**src/rtl/lpg_pkg.sv**
```systemverilog
// types and constants shared by the line pixel generator modules
// no dependencies
`default_nettype none

package lpg_pkg;

  localparam int COORD_BITS = 12;
  localparam int DELTA_BITS = 13;
  localparam int ERR_BITS   = 14;
  localparam int ROW_BITS   = 10;
  localparam int COLOR_BITS = 8;

  localparam logic CMD_LOAD    = 1'b0;
  localparam logic CMD_ADVANCE = 1'b1;

  typedef struct packed {
    logic                          cmd;
    logic signed [COORD_BITS-1:0]  start_x;
    logic signed [COORD_BITS-1:0]  start_y;
    logic signed [COORD_BITS-1:0]  end_x;
    logic signed [COORD_BITS-1:0]  end_y;
    logic [COLOR_BITS-1:0]         color_red;
    logic [COLOR_BITS-1:0]         color_green;
    logic [COLOR_BITS-1:0]         color_blue;
  } lpg_in_t;

  typedef struct packed {
    logic signed [COORD_BITS-1:0]  pix_x;
    logic signed [COORD_BITS-1:0]  pix_y;
    logic [ROW_BITS-1:0]           frame_row;
    logic                          on_screen;
    logic [COLOR_BITS-1:0]         out_red;
    logic [COLOR_BITS-1:0]         out_green;
    logic [COLOR_BITS-1:0]         out_blue;
    logic                          last;
  } lpg_out_t;

  // decoded command with line setup already worked out
  typedef struct packed {
    logic                          is_load;
    logic signed [COORD_BITS-1:0]  cur_x;
    logic signed [COORD_BITS-1:0]  cur_y;
    logic signed [COORD_BITS-1:0]  goal_x;
    logic signed [COORD_BITS-1:0]  goal_y;
    logic [DELTA_BITS-1:0]         delta_x;
    logic signed [DELTA_BITS-1:0]  neg_delta_y;
    logic                          step_x_neg;
    logic                          step_y_neg;
    logic signed [ERR_BITS-1:0]    error_term;
    logic [3*COLOR_BITS-1:0]       line_color;
  } lpg_op_t;

  typedef struct packed {
    logic full;
    logic empty;
  } lpg_q_stat_t;

  typedef struct packed {
    logic busy;
    logic pop;
    logic emit;
  } lpg_back_stat_t;

endpackage

`default_nettype wire

```
**src/rtl/line_pixel_generator_unit.sv**
```systemverilog
// line pixel generator: Bresenham stepping with frame clipping
// flow: a command is written into the queue at its transfer and popped once the
//   output stage can take it; an advance popped while a line runs registers its pixel
// throughput: one command per cycle (single-step back end) unless output stalls
// reset: synchronous, clears the queue, the busy flag and the output valid
// depends on lpg_pkg, lpg_front, lpg_queue, lpg_back
`default_nettype none

module line_pixel_generator_unit #(
  parameter int FRAME_WIDTH  = 800,
  parameter int FRAME_HEIGHT = 600
) (
  input  wire                clk,
  input  wire                rst_n,
  input  wire                in_valid,
  output logic               in_ready,
  input  wire lpg_pkg::lpg_in_t in_data,
  output logic               out_valid,
  input  wire                out_ready,
  output lpg_pkg::lpg_out_t  out_data
);

  lpg_pkg::lpg_op_t        dec_op;
  lpg_pkg::lpg_op_t        head_op;
  lpg_pkg::lpg_q_stat_t    q_stat;
  lpg_pkg::lpg_back_stat_t b_stat;

  lpg_front u_front (
    .in_item (in_data),
    .op      (dec_op)
  );

  lpg_queue u_queue (
    .clk     (clk),
    .rst_n   (rst_n),
    .push    (in_valid),
    .push_op (dec_op),
    .pop     (b_stat.pop),
    .head_op (head_op),
    .stat    (q_stat)
  );

  lpg_back #(
    .FRAME_WIDTH  (FRAME_WIDTH),
    .FRAME_HEIGHT (FRAME_HEIGHT)
  ) u_back (
    .clk       (clk),
    .rst_n     (rst_n),
    .q_empty   (q_stat.empty),
    .head_op   (head_op),
    .stat      (b_stat),
    .out_valid (out_valid),
    .out_ready (out_ready),
    .out_data  (out_data)
  );

  assign in_ready = !q_stat.full;

  a_q_consistent: assert property (@(posedge clk) disable iff (!rst_n)
    !(q_stat.full && q_stat.empty))
    else $error("queue reports full and empty together");

  a_reset_clears_out: assert property (@(posedge clk)
    !rst_n |=> !out_valid)
    else $error("output valid after reset");

  a_rise_needs_emit: assert property (@(posedge clk) disable iff (!rst_n)
    $rose(out_valid) |-> $past(b_stat.emit))
    else $error("pixel appeared without a step");

  a_busy_ends_on_last: assert property (@(posedge clk) disable iff (!rst_n)
    ($fell(b_stat.busy) && $past(rst_n)) |-> (out_valid && out_data.last))
    else $error("line ended without a last pixel");

  a_emit_only_busy: assert property (@(posedge clk) disable iff (!rst_n)
    b_stat.emit |-> (b_stat.busy && b_stat.pop))
    else $error("pixel stepped while idle");

endmodule

`default_nettype wire

```
**src/rtl/lpg_front.sv**
```systemverilog
// front end: decodes a command and works out the line setup on load
// depends on lpg_pkg
`default_nettype none

module lpg_front (
  input  wire lpg_pkg::lpg_in_t in_item,
  output lpg_pkg::lpg_op_t      op
);

  logic signed [lpg_pkg::DELTA_BITS-1:0] diff_x;
  logic signed [lpg_pkg::DELTA_BITS-1:0] diff_y;
  logic [lpg_pkg::DELTA_BITS-1:0]        abs_x;
  logic signed [lpg_pkg::DELTA_BITS-1:0] nabs_y;

  always_comb begin
    diff_x = lpg_pkg::DELTA_BITS'(in_item.end_x) - lpg_pkg::DELTA_BITS'(in_item.start_x);
    diff_y = lpg_pkg::DELTA_BITS'(in_item.end_y) - lpg_pkg::DELTA_BITS'(in_item.start_y);
    abs_x  = diff_x[lpg_pkg::DELTA_BITS-1] ? $unsigned(-diff_x) : $unsigned(diff_x);
    nabs_y = diff_y[lpg_pkg::DELTA_BITS-1] ? diff_y : -diff_y;

    op.is_load     = (in_item.cmd == lpg_pkg::CMD_LOAD);
    op.cur_x       = in_item.start_x;
    op.cur_y       = in_item.start_y;
    op.goal_x      = in_item.end_x;
    op.goal_y      = in_item.end_y;
    op.delta_x     = abs_x;
    op.neg_delta_y = nabs_y;
    // equal coordinates count as a negative step
    op.step_x_neg  = !(in_item.start_x < in_item.end_x);
    op.step_y_neg  = !(in_item.start_y < in_item.end_y);
    op.error_term  = $signed({1'b0, abs_x}) + lpg_pkg::ERR_BITS'(nabs_y);
    op.line_color  = {in_item.color_red, in_item.color_green, in_item.color_blue};
  end

endmodule

`default_nettype wire

```
**src/rtl/lpg_queue.sv**
```systemverilog
// two-entry queue between the command front end and the stepping back end
// depends on lpg_pkg
`default_nettype none

module lpg_queue (
  input  wire                    clk,
  input  wire                    rst_n,
  input  wire                    push,
  input  wire lpg_pkg::lpg_op_t  push_op,
  input  wire                    pop,
  output lpg_pkg::lpg_op_t       head_op,
  output lpg_pkg::lpg_q_stat_t   stat
);

  lpg_pkg::lpg_op_t entry_r [2];
  logic       wr_ptr_r, wr_ptr_nxt;
  logic       rd_ptr_r, rd_ptr_nxt;
  logic [1:0] count_r, count_nxt;
  logic       do_push, do_pop;

  always_comb begin
    stat.full  = (count_r == 2'd2);
    stat.empty = (count_r == 2'd0);
    do_push    = push && !stat.full;
    do_pop     = pop && !stat.empty;
    wr_ptr_nxt = do_push ? !wr_ptr_r : wr_ptr_r;
    rd_ptr_nxt = do_pop ? !rd_ptr_r : rd_ptr_r;
    count_nxt  = count_r + 2'(do_push) - 2'(do_pop);
    head_op    = entry_r[rd_ptr_r];
  end

  always_ff @(posedge clk) begin
    if (!rst_n) begin
      wr_ptr_r <= 1'b0;
      rd_ptr_r <= 1'b0;
      count_r  <= 2'd0;
    end else begin
      wr_ptr_r <= wr_ptr_nxt;
      rd_ptr_r <= rd_ptr_nxt;
      count_r  <= count_nxt;
    end
  end

  always_ff @(posedge clk) begin
    if (do_push) begin
      entry_r[wr_ptr_r] <= push_op;
    end
  end

endmodule

`default_nettype wire

```
**src/rtl/lpg_back.sv**
```systemverilog
// back end: holds the running line, steps it one pixel per advance and
// registers the pixel for the output channel; depends on lpg_pkg
`default_nettype none

module lpg_back #(
  parameter int FRAME_WIDTH  = 800,
  parameter int FRAME_HEIGHT = 600
) (
  input  wire                      clk,
  input  wire                      rst_n,
  input  wire                      q_empty,
  input  wire lpg_pkg::lpg_op_t    head_op,
  output lpg_pkg::lpg_back_stat_t  stat,
  output logic                     out_valid,
  input  wire                      out_ready,
  output lpg_pkg::lpg_out_t        out_data
);

  localparam int CB = lpg_pkg::COORD_BITS;
  localparam int EB = lpg_pkg::ERR_BITS;
  localparam logic [CB-1:0] FW_U   = CB'(FRAME_WIDTH);
  localparam logic [CB-1:0] FH_U   = CB'(FRAME_HEIGHT);
  localparam logic [CB-1:0] FH_M1  = CB'(FRAME_HEIGHT - 1);

  logic                          busy_r, busy_nxt;
  logic                          out_valid_r, out_valid_nxt;
  lpg_pkg::lpg_op_t              line_r, line_nxt;
  lpg_pkg::lpg_out_t             pix_r, pix_nxt;

  logic                          take;
  logic                          emit;
  logic                          vis;
  logic                          fin;
  logic [CB-1:0]                 row_full;
  logic signed [EB:0]            e2;
  logic                          move_x, move_y;
  logic signed [EB:0]            err_sum;

  always_comb begin
    // the output stage can take a pixel when empty or being drained
    take = !q_empty && (!out_valid_r || out_ready);
    emit = take && !head_op.is_load && busy_r;

    vis = !line_r.cur_x[CB-1] && ($unsigned(line_r.cur_x) < FW_U) &&
          !line_r.cur_y[CB-1] && ($unsigned(line_r.cur_y) < FH_U);
    fin = (line_r.cur_x == line_r.goal_x) && (line_r.cur_y == line_r.goal_y);
    row_full = FH_M1 - $unsigned(line_r.cur_y);

    e2     = {line_r.error_term, 1'b0};
    move_x = (e2 >= (EB+1)'(line_r.neg_delta_y));
    move_y = (e2 <= $signed((EB+1)'(line_r.delta_x)));
    err_sum = (EB+1)'(line_r.error_term)
            + (move_x ? (EB+1)'(line_r.neg_delta_y) : '0)
            + (move_y ? $signed((EB+1)'(line_r.delta_x)) : '0);

    pix_nxt.pix_x     = line_r.cur_x;
    pix_nxt.pix_y     = line_r.cur_y;
    pix_nxt.frame_row = vis ? row_full[lpg_pkg::ROW_BITS-1:0] : '0;
    pix_nxt.on_screen = vis;
    pix_nxt.out_red   = line_r.line_color[23:16];
    pix_nxt.out_green = line_r.line_color[15:8];
    pix_nxt.out_blue  = line_r.line_color[7:0];
    pix_nxt.last      = fin;

    line_nxt = line_r;
    busy_nxt = busy_r;
    if (take && head_op.is_load) begin
      line_nxt = head_op;
      busy_nxt = 1'b1;
    end else if (emit) begin
      if (fin) begin
        busy_nxt = 1'b0;
      end else begin
        line_nxt.error_term = err_sum[EB-1:0];
        if (move_x) begin
          line_nxt.cur_x = line_r.step_x_neg ? line_r.cur_x - CB'(1) : line_r.cur_x + CB'(1);
        end
        if (move_y) begin
          line_nxt.cur_y = line_r.step_y_neg ? line_r.cur_y - CB'(1) : line_r.cur_y + CB'(1);
        end
      end
    end

    if (emit) begin
      out_valid_nxt = 1'b1;
    end else if (out_ready) begin
      out_valid_nxt = 1'b0;
    end else begin
      out_valid_nxt = out_valid_r;
    end

    stat.busy = busy_r;
    stat.pop  = take;
    stat.emit = emit;
    out_valid = out_valid_r;
    out_data  = pix_r;
  end

  always_ff @(posedge clk) begin
    if (!rst_n) begin
      busy_r      <= 1'b0;
      out_valid_r <= 1'b0;
    end else begin
      busy_r      <= busy_nxt;
      out_valid_r <= out_valid_nxt;
    end
  end

  always_ff @(posedge clk) begin
    line_r <= line_nxt;
    if (emit) begin
      pix_r <= pix_nxt;
    end
  end

endmodule

`default_nettype wire

```
**config.mk**
```make
export PLATFORM = sky130hd
export DESIGN_NAME = line_pixel_generator_unit
export DESIGN_NICKNAME = d
export VERILOG_FILES = /design/src/rtl/lpg_pkg.sv /design/src/rtl/line_pixel_generator_unit.sv /design/src/rtl/lpg_front.sv /design/src/rtl/lpg_queue.sv /design/src/rtl/lpg_back.sv
export SDC_FILE = /design/constraint.sdc
export NUM_CORES = 1
export LEC_CHECK = 0
export BUFFER_PORTS_ARGS = -buffer_cell sky130_fd_sc_hd__buf_2
export CORE_ASPECT_RATIO = 1.1
export CORE_MARGIN = 4
export CORE_UTILIZATION = 60
export DETAILED_ROUTE_END_ITERATION = 16
export PLACE_DENSITY = 0.79
export SLEW_MARGIN = 20
export SYNTH_ARGS = -nofsm -noshare
export SYNTH_HDL_FRONTEND = slang
export SYNTH_HIERARCHICAL = 1
export SYNTH_SLANG_ARGS = --single-unit
```
**constraint.sdc**
```tcl
create_clock -name clk -period 9.8 [get_ports clk]
set_input_delay 1.96 -clock clk [delete_from_list [all_inputs] [get_ports clk]]
set_output_delay 1.96 -clock clk [all_outputs]
set_load 0.05 [all_outputs]
```
==> results of run 1 <==
[worst register-to-register path, stage by stage, from the launching register on]
cell and delay (ns):
edfxtp_1 0.45, ha_1 0.32, and4b_1 0.24, a211o_1 0.30, a21o_1 0.18, a21oi_1 0.18
o211ai_1 0.12, a21oi_2 0.58, and2_1 0.25, fa_1 0.42, ha_1 0.24, fa_1 0.43
a211oi_1 0.37, o21ai_1 0.20, nand4_1 0.14, a21boi_0 0.14, a211oi_1 0.27, xnor2_1 0.15
a21oi_1 0.08
[worst max-delay path by stage]
stage                      from                     end  depth (start not counted)
global route        in_data[36]  u_queue/entry_r[0][36]                         21
global placement    in_data[36]  u_queue/entry_r[0][36]                         21
finish              in_data[36]  u_queue/entry_r[1][36]                         21
floorplan              in_valid   u_queue/entry_r[0][0]                          2
detailed placement  in_data[36]  u_queue/entry_r[1][36]                         20
CTS                 in_data[36]  u_queue/entry_r[1][36]                         21
[state kept, by name, summed over array words and instances, names as in the netlist, named ones only]
name,cells
u_back/busy_r,1
u_back/e2,14
u_back/line_r,100
u_back/out_data,60
u_back/out_valid,1
u_queue/count_r,2
u_queue/entry_r,230
u_queue/rd_ptr_r,1
u_queue/wr_ptr_r,1
[cells in the final DEF, fill, tap and decap left out, types with 8 or more instances in the layout]
cell,n
nor2b_1,15
nor3_1,20
buf_2,138
mux2_2,65
inv_1,94
o31ai_1,8
and2_1,15
xor2_1,43
nand2_1,58
nor2_1,91
nand4_1,11
nand3_1,18
o21a_1,14
ha_1,102
a31oi_1,8
o21ai_0,38
a21o_1,14
o21ai_1,16
xnor2_1,66
fa_1,19
edfxtp_1,404
a21oi_1,59
nand2b_1,9
nor4_1,8
clkbuf_16,42
buf_4,9
mux2_4,50
clkbuf_1,11
clkinv_1,8
[where the power goes]
group / internal [uW] / switching (uW)
clock: 883 / 621
combinational: 1350 / 1820
sequential: 2680 / 308
total: 4910 / 2750
[area by class of cell]
cell class | instances | area (sq um)
Tap cell | 432 | 541
Fill cell | 2356 | 11100
Multi-Input combinational cell | 852 | 7050
Clock buffer | 55 | 1120
Timing Repair Buffer | 147 | 758
Antenna cell | 2 | 5.00
Sequential cell | 411 | 12300
Inverter | 96 | 363
Clock inverter | 19 | 179
[layer usage]
layer  vias up  global-route usage  part of all wire
met5         -                   0           0.00031
met3        69              0.0331             0.059
met4         2              0.0700             0.027
li1       5488                   -                 -
met1      5797               0.296              0.41
met2       335               0.385              0.50
[metrics by stage]
| stage | utilization | area, sq um | power, uW | worst slack, ns | hold WS [ns] |
|---|---|---|---|---|---|
| final | 0.668 | 22300 | 7660 | 3.60 | 0.417 |
| after global routing | 0.668 | 22300 | 8170 | 3.21 | 0.423 |
| after CTS | 0.668 | 22300 | 7700 | 3.72 | 0.418 |
| after detailed placement | 0.629 | 21000 | 6170 | 3.20 | 0.405 |
| after global placement | 0.629 | 21000 | 6030 | 3.39 | 0.401 |
| after floorplan | - | 20400 | 5420 | 2.37 | 0.400 |
==> qor.yml, run 1 <==
placement:
  portBuffers: 138
  gp_routability_congestion: 0.898
  dpl_cells: 1938
  detailed_place_hpwl_um: 29600
clocking:
  path_clk_slew_ns: 0.06
  hold_buffer_count_at_cts: 0
  cts_tree: "done"
  clk_path_buf_depth: 3
  post-cts-setup-buffers: 0
  cts_inserted_buffers: 42
  clk-insertion-delay-late_ns: 0.53
  ctsRootBufferMaster: "clkbuf_16"
  cts.sinks: 411
  cts_htree_levels: 2
  cts_resized: 0
yosys:
  synthesis_warnings: 6
  avgSynthCellArea_sq_um: 14.0
  synth_cells: 1459
  syn_area_sq_um: 20400
  postSynthNetCount: 1657
power_and_ir_drop:
  power.static_leakage_uw: 0.00847
  power_per_cell_area_nw_per_um2: 344
  power.ir.vdd_worst_mv: 0.355
timing:
  measured_slew_at_the_worst_slew_check_pin_ns: 1.05
  timing.setup.tns_ns: 0
  fmaxAchievable_ghz: 0.161
  final-setup-viol-count: 0
  period_minus_ws_final_ns: 6.20
  drv_slew: 0
  slew_headroom: 0.297
  timing.clock.skew_ns: 0.0148
  min_period_over_period: 0.633
  finalHoldViolations: 0
  rsz0062_at_grt: "no"
worst_setup_path:
  path_common_cell: "nor2b_1"
  worst_setup_path_start_kind: "input port"
  critical-path-slowest-cell: "o41ai_1"
  crit_arrival_ns: 6.47
  r2r_cells: 18
  critical_path.reg2reg.startpoint: "u_back/e2[3]"
  critPathCaptureType: "flop"
  r2r_setup_slack_ns: 4.46
  path_cells: "buf_2 > inv_1 > ha_1 > fa_1 > nor2b_1 > o2111ai_1 > a31oi_1 > a21oi_1 > nor2b_1 > xnor2_1 > ha_1 > a21oi_1 > nor2_1 > nor2_1 > nor2b_1 > o21a_1 > o41ai_1 > o21ai_0 > nand2_1 > o21ai_1 > xor2_1"
  cp_max_fo: 12
  cp.buffers_inverters: 2
  crit_family: "compound AO/OA/AOI/OAI gates"
  critPathMaxStageDelay_ns: 0.51
  worst-endpoint-required_ns: 10.06
  endpoint_of_the_lowest_slack_register_to_register_path: "u_back/e2[14]"
  critical_path_class: "in2reg"
die:
  die_width_um: 184
  coreArea_sq_um: 33400
  die_h_um: 201
  start_util: 0.610
  num_rows: 70
  die_area_sq_um: 37000
  io_pins: 139
min_path:
  hold_path_cells: 0
  hold_start: "u_back/line_r[12]"
  hold_end: "u_back/out_data[13]"
  hold_class: "reg2reg"
drt:
  detail_route.drc_violations: 0
  routed_wire_length_per_instance_um: 20.7
  route.detailed.vias_per_inst: 5.80
  detail_route.wirelength_um: 41700
  via_count: 11700
  dr_pass1_iterations: 5
  ant_nets: 0
  detailedRoute.firstIterationViolations: 1088
global_routing:
  global_route_wire_length_before_repair_um: 65300
  gr-usage-all-layers: 0.224
  grt_start_max_net_pins: 72
  antenna_violations_before_repair: 3
  globalRoute.totalOverflow: 0
  grt_pass1_vias: 12000
status:
  outcome: "finished, final reports clean"
job:
  drv_cap: 0
layout:
  post_layout_nonfiller_instances: 2014
  ratio_of_cells_with_drive_above_1_in_the_final_layout: 0.220
  area_growth_pct: 9.42
  layout.nets: 1748
No activity file was read; power rests on OpenSTA's default activity.
==> run 2, diff against run 1 <==
--- a/config.mk
+++ b/config.mk
@@ -8,9 +8,9 @@
 export BUFFER_PORTS_ARGS = -buffer_cell sky130_fd_sc_hd__buf_2
 export CORE_ASPECT_RATIO = 1.1
 export CORE_MARGIN = 4
-export CORE_UTILIZATION = 60
+export CORE_UTILIZATION = 55
 export DETAILED_ROUTE_END_ITERATION = 16
-export PLACE_DENSITY = 0.79
+export PLACE_DENSITY = 0.76
 export SLEW_MARGIN = 20
 export SYNTH_ARGS = -nofsm -noshare
 export SYNTH_HDL_FRONTEND = slang
==> constraint.sdc (replaced) <==
create_clock -name clk -period 5.45 [get_ports clk]
set_input_delay 1.09 -clock clk [delete_from_list [all_inputs] [get_ports clk]]
set_output_delay 1.09 -clock clk [all_outputs]
set_load 0.05 [all_outputs]
==> qor.yml, run 2 (synthesis results as in run 1) <==
status:
  outcome: "finished, final reports clean"
timing:
  timing.setup.tns_ns: 0  # unchanged
  slew_headroom: 0.292  # -0.00511
  drv_slew: 0  # unchanged
  fmaxAchievable_ghz: 0.199
  finalHoldViolations: 0  # unchanged
  timing.clock.skew_ns: 0.0165  # +0.00177 ns
  measured_slew_at_the_worst_slew_check_pin_ns: 1.06  # +0.00766 ns
  period_minus_ws_final_ns: 5.04
  rsz0062_at_grt: "no"
  min_period_over_period: 0.924
  final-setup-viol-count: 0  # unchanged
  fin_ws_ns: 0.415  # -3.18 ns
clocking:
  path_clk_slew_ns: 0.06  # about the same
  post-cts-setup-buffers: 0  # unchanged
  cts_inserted_buffers: 42  # unchanged
  cts_resized: 0  # unchanged
  clk-insertion-delay-late_ns: 0.56  # +0.03 ns
  cts_tree: "done"
  hold_buffer_count_at_cts: 0  # unchanged
  cts.sinks: 411  # unchanged
  clk_path_buf_depth: 3  # unchanged
  cts_htree_levels: 2  # unchanged
  ctsRootBufferMaster: "clkbuf_16"
drt:
  drt-met1-wl_um: 17800  # +3.8%
  met2RoutedLength_um: 20600  # -1.7%
  dr_pass1_iterations: 6  # +1
  detailedRoute.firstIterationViolations: 881  # -19%
  via_count: 11500  # -1.3%
  highest_layer: "met5"
  detail_route.drc_violations: 0  # unchanged
  ant_nets: 0  # unchanged
  route.detailed.vias_per_inst: 5.55  # -4.4%
  met3_length_um: 2200  # -11%
  detail_route.wirelength_um: 41400  # -0.74%
  routed_wire_length_per_instance_um: 19.9  # -3.8%
worst_setup_path:
  worst-endpoint-required_ns: 5.73  # -4.33 ns
  critPathCaptureType: "flop"
  worst_setup_path_start_kind: "flop"
  cp_max_fo: 5  # -7
  crit_arrival_ns: 5.31  # -1.16 ns
  worstSetupStartpoint: "u_back/e2[3]"
  critical_path.reg2reg.startpoint: "u_back/e2[3]"
  critical_path_class: "reg2reg"
  r2r_cells: 18  # unchanged
placement:
  dpl_cells: 2003  # +3.4%
  detailed_place_hpwl_um: 29200  # -1.4%
  gp_routability_congestion: 0.880  # -2.1%
  portBuffers: 138  # unchanged
  pre_cts_slack_ns: 0.0793  # -3.13 ns
min_path:
  hold_path_cells: 0  # unchanged
  hold_start: "u_back/line_r[11]"
  hold_class: "reg2reg"
die:
  die_area_sq_um: 40200  # +8.7%
  die_width_um: 191  # +4.3%
  die_h_um: 210  # +4.3%
  start_util: 0.560  # -0.0501
  coreArea_sq_um: 36400  # +8.9%
  io_pins: 139  # unchanged
  num_rows: 73  # +4.3%
layout:
  post_layout_nonfiller_instances: 2079  # +3.2%
  ratio_of_cells_with_drive_above_1_in_the_final_layout: 0.226  # +0.00679
  area_growth_pct: 10.4
  multi_input_comb_area_sq_um: 7050  # unchanged
  final.fill_count: 2740  # +16%
  most_frequent_standard_cell_in_the_layout_excluding_fill_and_tap_cells: "edfxtp_1"
  layout.nets: 1758  # +0.57%
  sequential_cell_area_sq_um: 12300  # unchanged
  max_flop_register: "u_queue/entry_r"
  layout_common_cells: "404 x edfxtp_1, 138 x buf_2, 102 x ha_1, 94 x inv_1, 91 x nor2_1"
  largest_register_ffs: 230  # unchanged
global_routing:
  gr-usage-all-layers: 0.206  # -0.0184
  grt_start_max_net_pins: 116  # +61%
  globalRoute.totalOverflow: 0  # unchanged
  grt_pass1_vias: 11700  # -3.1%
  antenna_violations_before_repair: 2  # -1
  global_route_wire_length_before_repair_um: 64400  # -1.3%
job:
  drv_cap: 0  # unchanged
power_and_ir_drop:
  power.ir.vdd_worst_mv: 0.656  # +85%
  power_per_cell_area_nw_per_um2: 619  # +80%
  power.static_leakage_uw: 0.00856  # +1.0%
-- run 2: cell count changes in the layout (fill, tap and decap cells not counted), sizes merged --
cell | previous run | this run
clkbuf | 55 | 56
inv | 96 | 100
clkinvlp | 3 | 1
buf | 147 | 157
clkinv | 13 | 10
-- run 2: report_power, final --
group / switching (uW) / internal, uW
combinational: 3390 / 2480
sequential: 452 / 4810
clock: 1150 / 1640
total: 5000 / 8930
-- run 2: layout make-up --
cell class	instances	area share
multi-input combinational	852	0.313
sequential	411	0.546
inverter	96	0.0161
tap	487	0.0271
antenna	2	0.000223
timing repair buffer	157	0.0376
clock buffer	56	0.0514
clock inverter	18	0.00829
-- run 2: metrics by stage --
step                 util  area (sq um)  total power (uW)  hold WS [ns]
floorplan               -         20400              9730         0.400
global placement    0.582         21100             10900         0.401
detailed placement  0.582         21100             11100         0.405
CTS                 0.618         22500             14000         0.417
global route        0.619         22500             14900         0.421
finish              0.619         22500             13900         0.415
-- run 2: metal layers --
metal,vias to the layer above,GRT usage
met5,-,0
met1,5687,0.273
li1,5501,-
met2,304,0.354
met3,47,0.0308
met4,2,0.0592
-- run 2: final timing paths --
kind                                       endpoint  slack [ns]
worst max register to register        u_back/e2[14]        0.41
worst max-delay path                  u_back/e2[14]        0.41
worst min-delay path            u_back/out_data[12]        0.42
worst min register to register  u_back/out_data[12]        0.42
-- run 2: critical path, cell delays in order, from the launching register on --
cell	delay, ns
edfxtp_1	0.45
ha_1	0.33
and4b_1	0.25
a211o_1	0.29
a21o_1	0.17
a21oi_1	0.20
o211ai_1	0.12
a21oi_2	0.29
and2_1	0.20
fa_1	0.42
ha_1	0.26
fa_1	0.43
a211oi_1	0.36
o21ai_1	0.21
nand4_1	0.14
a21boi_0	0.13
a211oi_1	0.28
xnor2_1	0.15
a21oi_1	0.08
==> run 3, diff against run 2 <==
--- a/config.mk
+++ b/config.mk
@@ -10,9 +10,8 @@
 export CORE_MARGIN = 4
 export CORE_UTILIZATION = 55
 export DETAILED_ROUTE_END_ITERATION = 16
-export PLACE_DENSITY = 0.76
+export PLACE_DENSITY = 0.77
 export SLEW_MARGIN = 20
 export SYNTH_ARGS = -nofsm -noshare
 export SYNTH_HDL_FRONTEND = slang
-export SYNTH_HIERARCHICAL = 1
 export SYNTH_SLANG_ARGS = --single-unit
==> qor.yml, run 3 <==
min_path:
  hold_class: "reg2reg"
  hold_path_cells: 0  # unchanged
  hold_end: "u_back.out_data[22]"
  hold_start: "u_back.line_r[21]"
power_and_ir_drop:
  pwr-share-seq: 0.368  # -0.010
  power_per_cell_area_nw_per_um2: 629  # +1.5%
  power.ir.vdd_worst_mv: 0.353  # -46%
  p_sw_uw: 5100  # +2.0%
  power.static_leakage_uw: 0.00861  # +0.63%
  cellInternalPower_uw: 8960  # +0.33%
  part_of_the_power_in_the_clock_network: 0.202  # +0.002
  switching_share: 0.363  # +0.00389
  p_comb_frac: 0.429  # +0.007
clocking:
  clk-insertion-delay-late_ns: 0.55  # about the same
  cts_htree_levels: 2  # unchanged
  post-cts-setup-buffers: 0  # unchanged
  clk_path_buf_depth: 3  # unchanged
  cts.sinks: 411  # unchanged
  cts_tree: "done"
  ctsRootBufferMaster: "clkbuf_16"
  cts_inserted_buffers: 42  # unchanged
  path_clk_slew_ns: 0.06  # about the same
timing:
  fmaxAchievable_ghz: 0.197  # -0.75%
  finalHoldViolations: 0  # unchanged
  measured_slew_at_the_worst_slew_check_pin_ns: 0.899  # -0.163 ns
  final-setup-viol-count: 0  # unchanged
  period_minus_ws_final_ns: 5.07  # +0.0382 ns
  timing.clock.skew_ns: 0.0183  # +0.00171 ns
  timing.setup.tns_ns: 0  # unchanged
  rsz0062_at_grt: "no"
  slew_headroom: 0.393  # +0.101
  drv_slew: 0  # unchanged
  min_period_over_period: 0.931  # +0.00701
worst_setup_path:
  worst_setup_path_start_kind: "input port"
  r2r_cells: 21  # +3
  worst-endpoint-required_ns: 5.74  # about the same
  critical_path.reg2reg.startpoint: "u_back.e2[1]"
  cp_max_fo: 5  # unchanged
  critical_path_class: "in2reg"
  r2r_setup_slack_ns: 0.40  # about the same
  critPathCaptureType: "flop"
  crit_arrival_ns: 5.36  # +0.05 ns
  endpoint_of_the_lowest_slack_register_to_register_path: "u_back.e2[14]"
yosys:
  synth.ff_latch_count: 411
  synthArstFlopShare: 0
  synth_cells: 1396  # -4.3%
  post-synth-top-count-cell: "edfxtp_1"
  synth_area_leaders: "edfxtp_1 62%, ha_1 6.6%, mux2_2 4.6%"
  synth_top_cell_by_area: "edfxtp_1"
  synth_top_flop_cell: "edfxtp_1"
  syn_area_sq_um: 19400  # -4.5%
  synthesis_warnings: 0  # -6
  postSynthNetCount: 1594  # -3.8%
  yosysUniqueCellTypes: 63
  post_synth_most_frequent_cells: "404 x edfxtp_1, 122 x inv_1, 102 x ha_1"
  avgSynthCellArea_sq_um: 13.9  # -0.22%
  synth-edff-count: 404
  synthDominantCellAreaShare: 0.624
  ys_seq_area_frac: 0.631
global_routing:
  grt_util_met2: 0.370  # +0.0159
  antenna_violations_before_repair: 1  # -1
  global_route.usage.met3: 0.0341  # +0.00333
  global_route_wire_length_before_repair_um: 64600  # +0.32%
  grt_pass1_vias: 12100  # +3.5%
  gr-usage-all-layers: 0.214  # +0.00787
  groute.layer.met1.usage: 0.279  # +0.00623
  grt_start_max_net_pins: 117  # +0.86%
  global_route.peak_usage_layer: "met2"
  globalRoute.totalOverflow: 0  # unchanged
placement:
  portBuffers: 138  # unchanged
  detailed_place_hpwl_um: 28600  # -2.0%
  placed_instance_area_sq_um: 21000  # -0.75%
  gp_routability_congestion: 0.904  # +2.8%
die:
  die_area_sq_um: 38400  # -4.4%
  start_util: 0.563  # +0.00239
  num_rows: 71  # -2.7%
  io_pins: 139  # unchanged
  coreArea_sq_um: 34600  # -4.9%
  die_width_um: 187  # -2.2%
  die_h_um: 205  # -2.2%
layout:
  layout.nets: 1798  # +2.3%
  layout_common_cells: "404 x edfxtp_1, 138 x buf_2, 121 x inv_1, 102 x ha_1, 79 x mux2_2"
  most_frequent_standard_cell_in_the_layout_excluding_fill_and_tap_cells: "edfxtp_1"
  final.fill_count: 2475  # -9.7%
  max_flop_register: "u_queue.entry_r"
  final_cell_area_sq_um: 22400  # -0.57%
  area_growth_pct: 15.0
  largest_register_ffs: 230  # unchanged
  ratio_of_cells_with_drive_above_1_in_the_final_layout: 0.213  # -0.0133
drt:
  detail_route.drc_violations: 0  # unchanged
  via_count: 11800  # +1.9%
  dr_pass1_iterations: 5  # -1
  route.detailed.vias_per_inst: 5.69  # +2.5%
  detailedRoute.firstIterationViolations: 869  # -1.4%
  routed_wire_length_per_instance_um: 19.9  # about the same
  ant_nets: 0  # unchanged
  detail_route.wirelength_um: 41200  # -0.55%
job:
  drv_cap: 0  # unchanged
status:
  outcome: "finished, final reports clean"
## run 3: layer usage
metal  share of wire  vias up
met5               0        -
met1            0.42     5794
met3           0.055       77
li1                -     5572
met2            0.50      322
met4           0.027        0
## run 3: how the worst max path moves through the flow
| stage | startpoint | to | slack (ns) | cells past startpoint |
|---|---|---|---|---|
| floorplan | in_data[24] | u_queue.entry_r[0][37] | 0.15 | 19 |
| global placement | in_data[24] | u_queue.entry_r[0][37] | -0.06 | 20 |
| detailed placement | in_data[36] | u_queue.entry_r[0][37] | -0.28 | 23 |
| CTS | u_back.e2[1] | u_back.e2[14] | 0.19 | 21 |
| global route | u_back.e2[1] | u_back.e2[14] | 0.1 | 21 |
| finish | in_data[36] | u_queue.entry_r[0][37] | 0.38 | 21 |
## run 3: kinds of logic after synthesis
| group | after synthesis | synth area share |
|---|---|---|
| XOR/XNOR | 108 | 0.0490 |
| flip-flops | 411 | 0.631 |
| AO/OA/AOI/OAI | 228 | 0.0775 |
| adder cells (fa/ha/maj) | 121 | 0.0852 |
| AND/OR/NAND/NOR | 270 | 0.0676 |
| multiplexers | 108 | 0.0607 |
| buffers and inverters | 150 | 0.0290 |
## run 3: through the flow
stage          setup slack, ns   util  power [uW]  hold slack (ns)  std cells
2_1_floorplan            0.155      -        9600            0.400       1396
3_3_place_gp           -0.0581  0.607       10900            0.401       1994
3_5_place_dp            -0.284  0.607       11200            0.405       1994
4_1_cts                  0.185  0.647       14100            0.414       2066
5_1_grt                 0.0999  0.647       15000            0.424       2067
6_report                 0.376  0.647       14100            0.414       2067
## run 3: power groups by stage
stage | registers (uW) | logic, uW | clock network [uW]
CTS | 5180 | 6020 | 2900
global placement | 5210 | 5710 | 0
floorplan | 5200 | 4400 | 0
global route | 5250 | 6760 | 3030
finish | 5180 | 6040 | 2840
detailed placement | 5240 | 5930 | 0
## run 3: timing repair
item	4_1_cts	5_1_grt
setup endpoints to repair	0	5
hold buffers	0	0
resized for setup	0	6
## run 3: cell type report
cell class	count	area [sq um]	share of cell area
sequential	411	12300	0.549
multi-input combinational	835	6640	0.297
clock buffer	49	1100	0.0491
timing repair buffer	187	1070	0.0479
tap	438	548	0.0245
inverter	123	464	0.0208
clock inverter	23	260	0.0116
antenna	1	2.50	0.000112
## run 3: critical path: stages
cell and delay, ns:
buf_2 0.11, inv_1 0.11, ha_1 0.19, inv_1 0.06, fa_1 0.38, a21oi_1 0.26
o221ai_1 0.20, nand2_1 0.11, nor2_1 0.06, a2111oi_2 0.38, mux2i_2 0.19, mux2_2 0.35
ha_1 0.28, a21oi_1 0.21, a2bb2oi_1 0.25, a21oi_1 0.14, a211o_1 0.30, a21o_1 0.19
a21oi_1 0.18, o21ai_0 0.15, xnor2_1 0.16
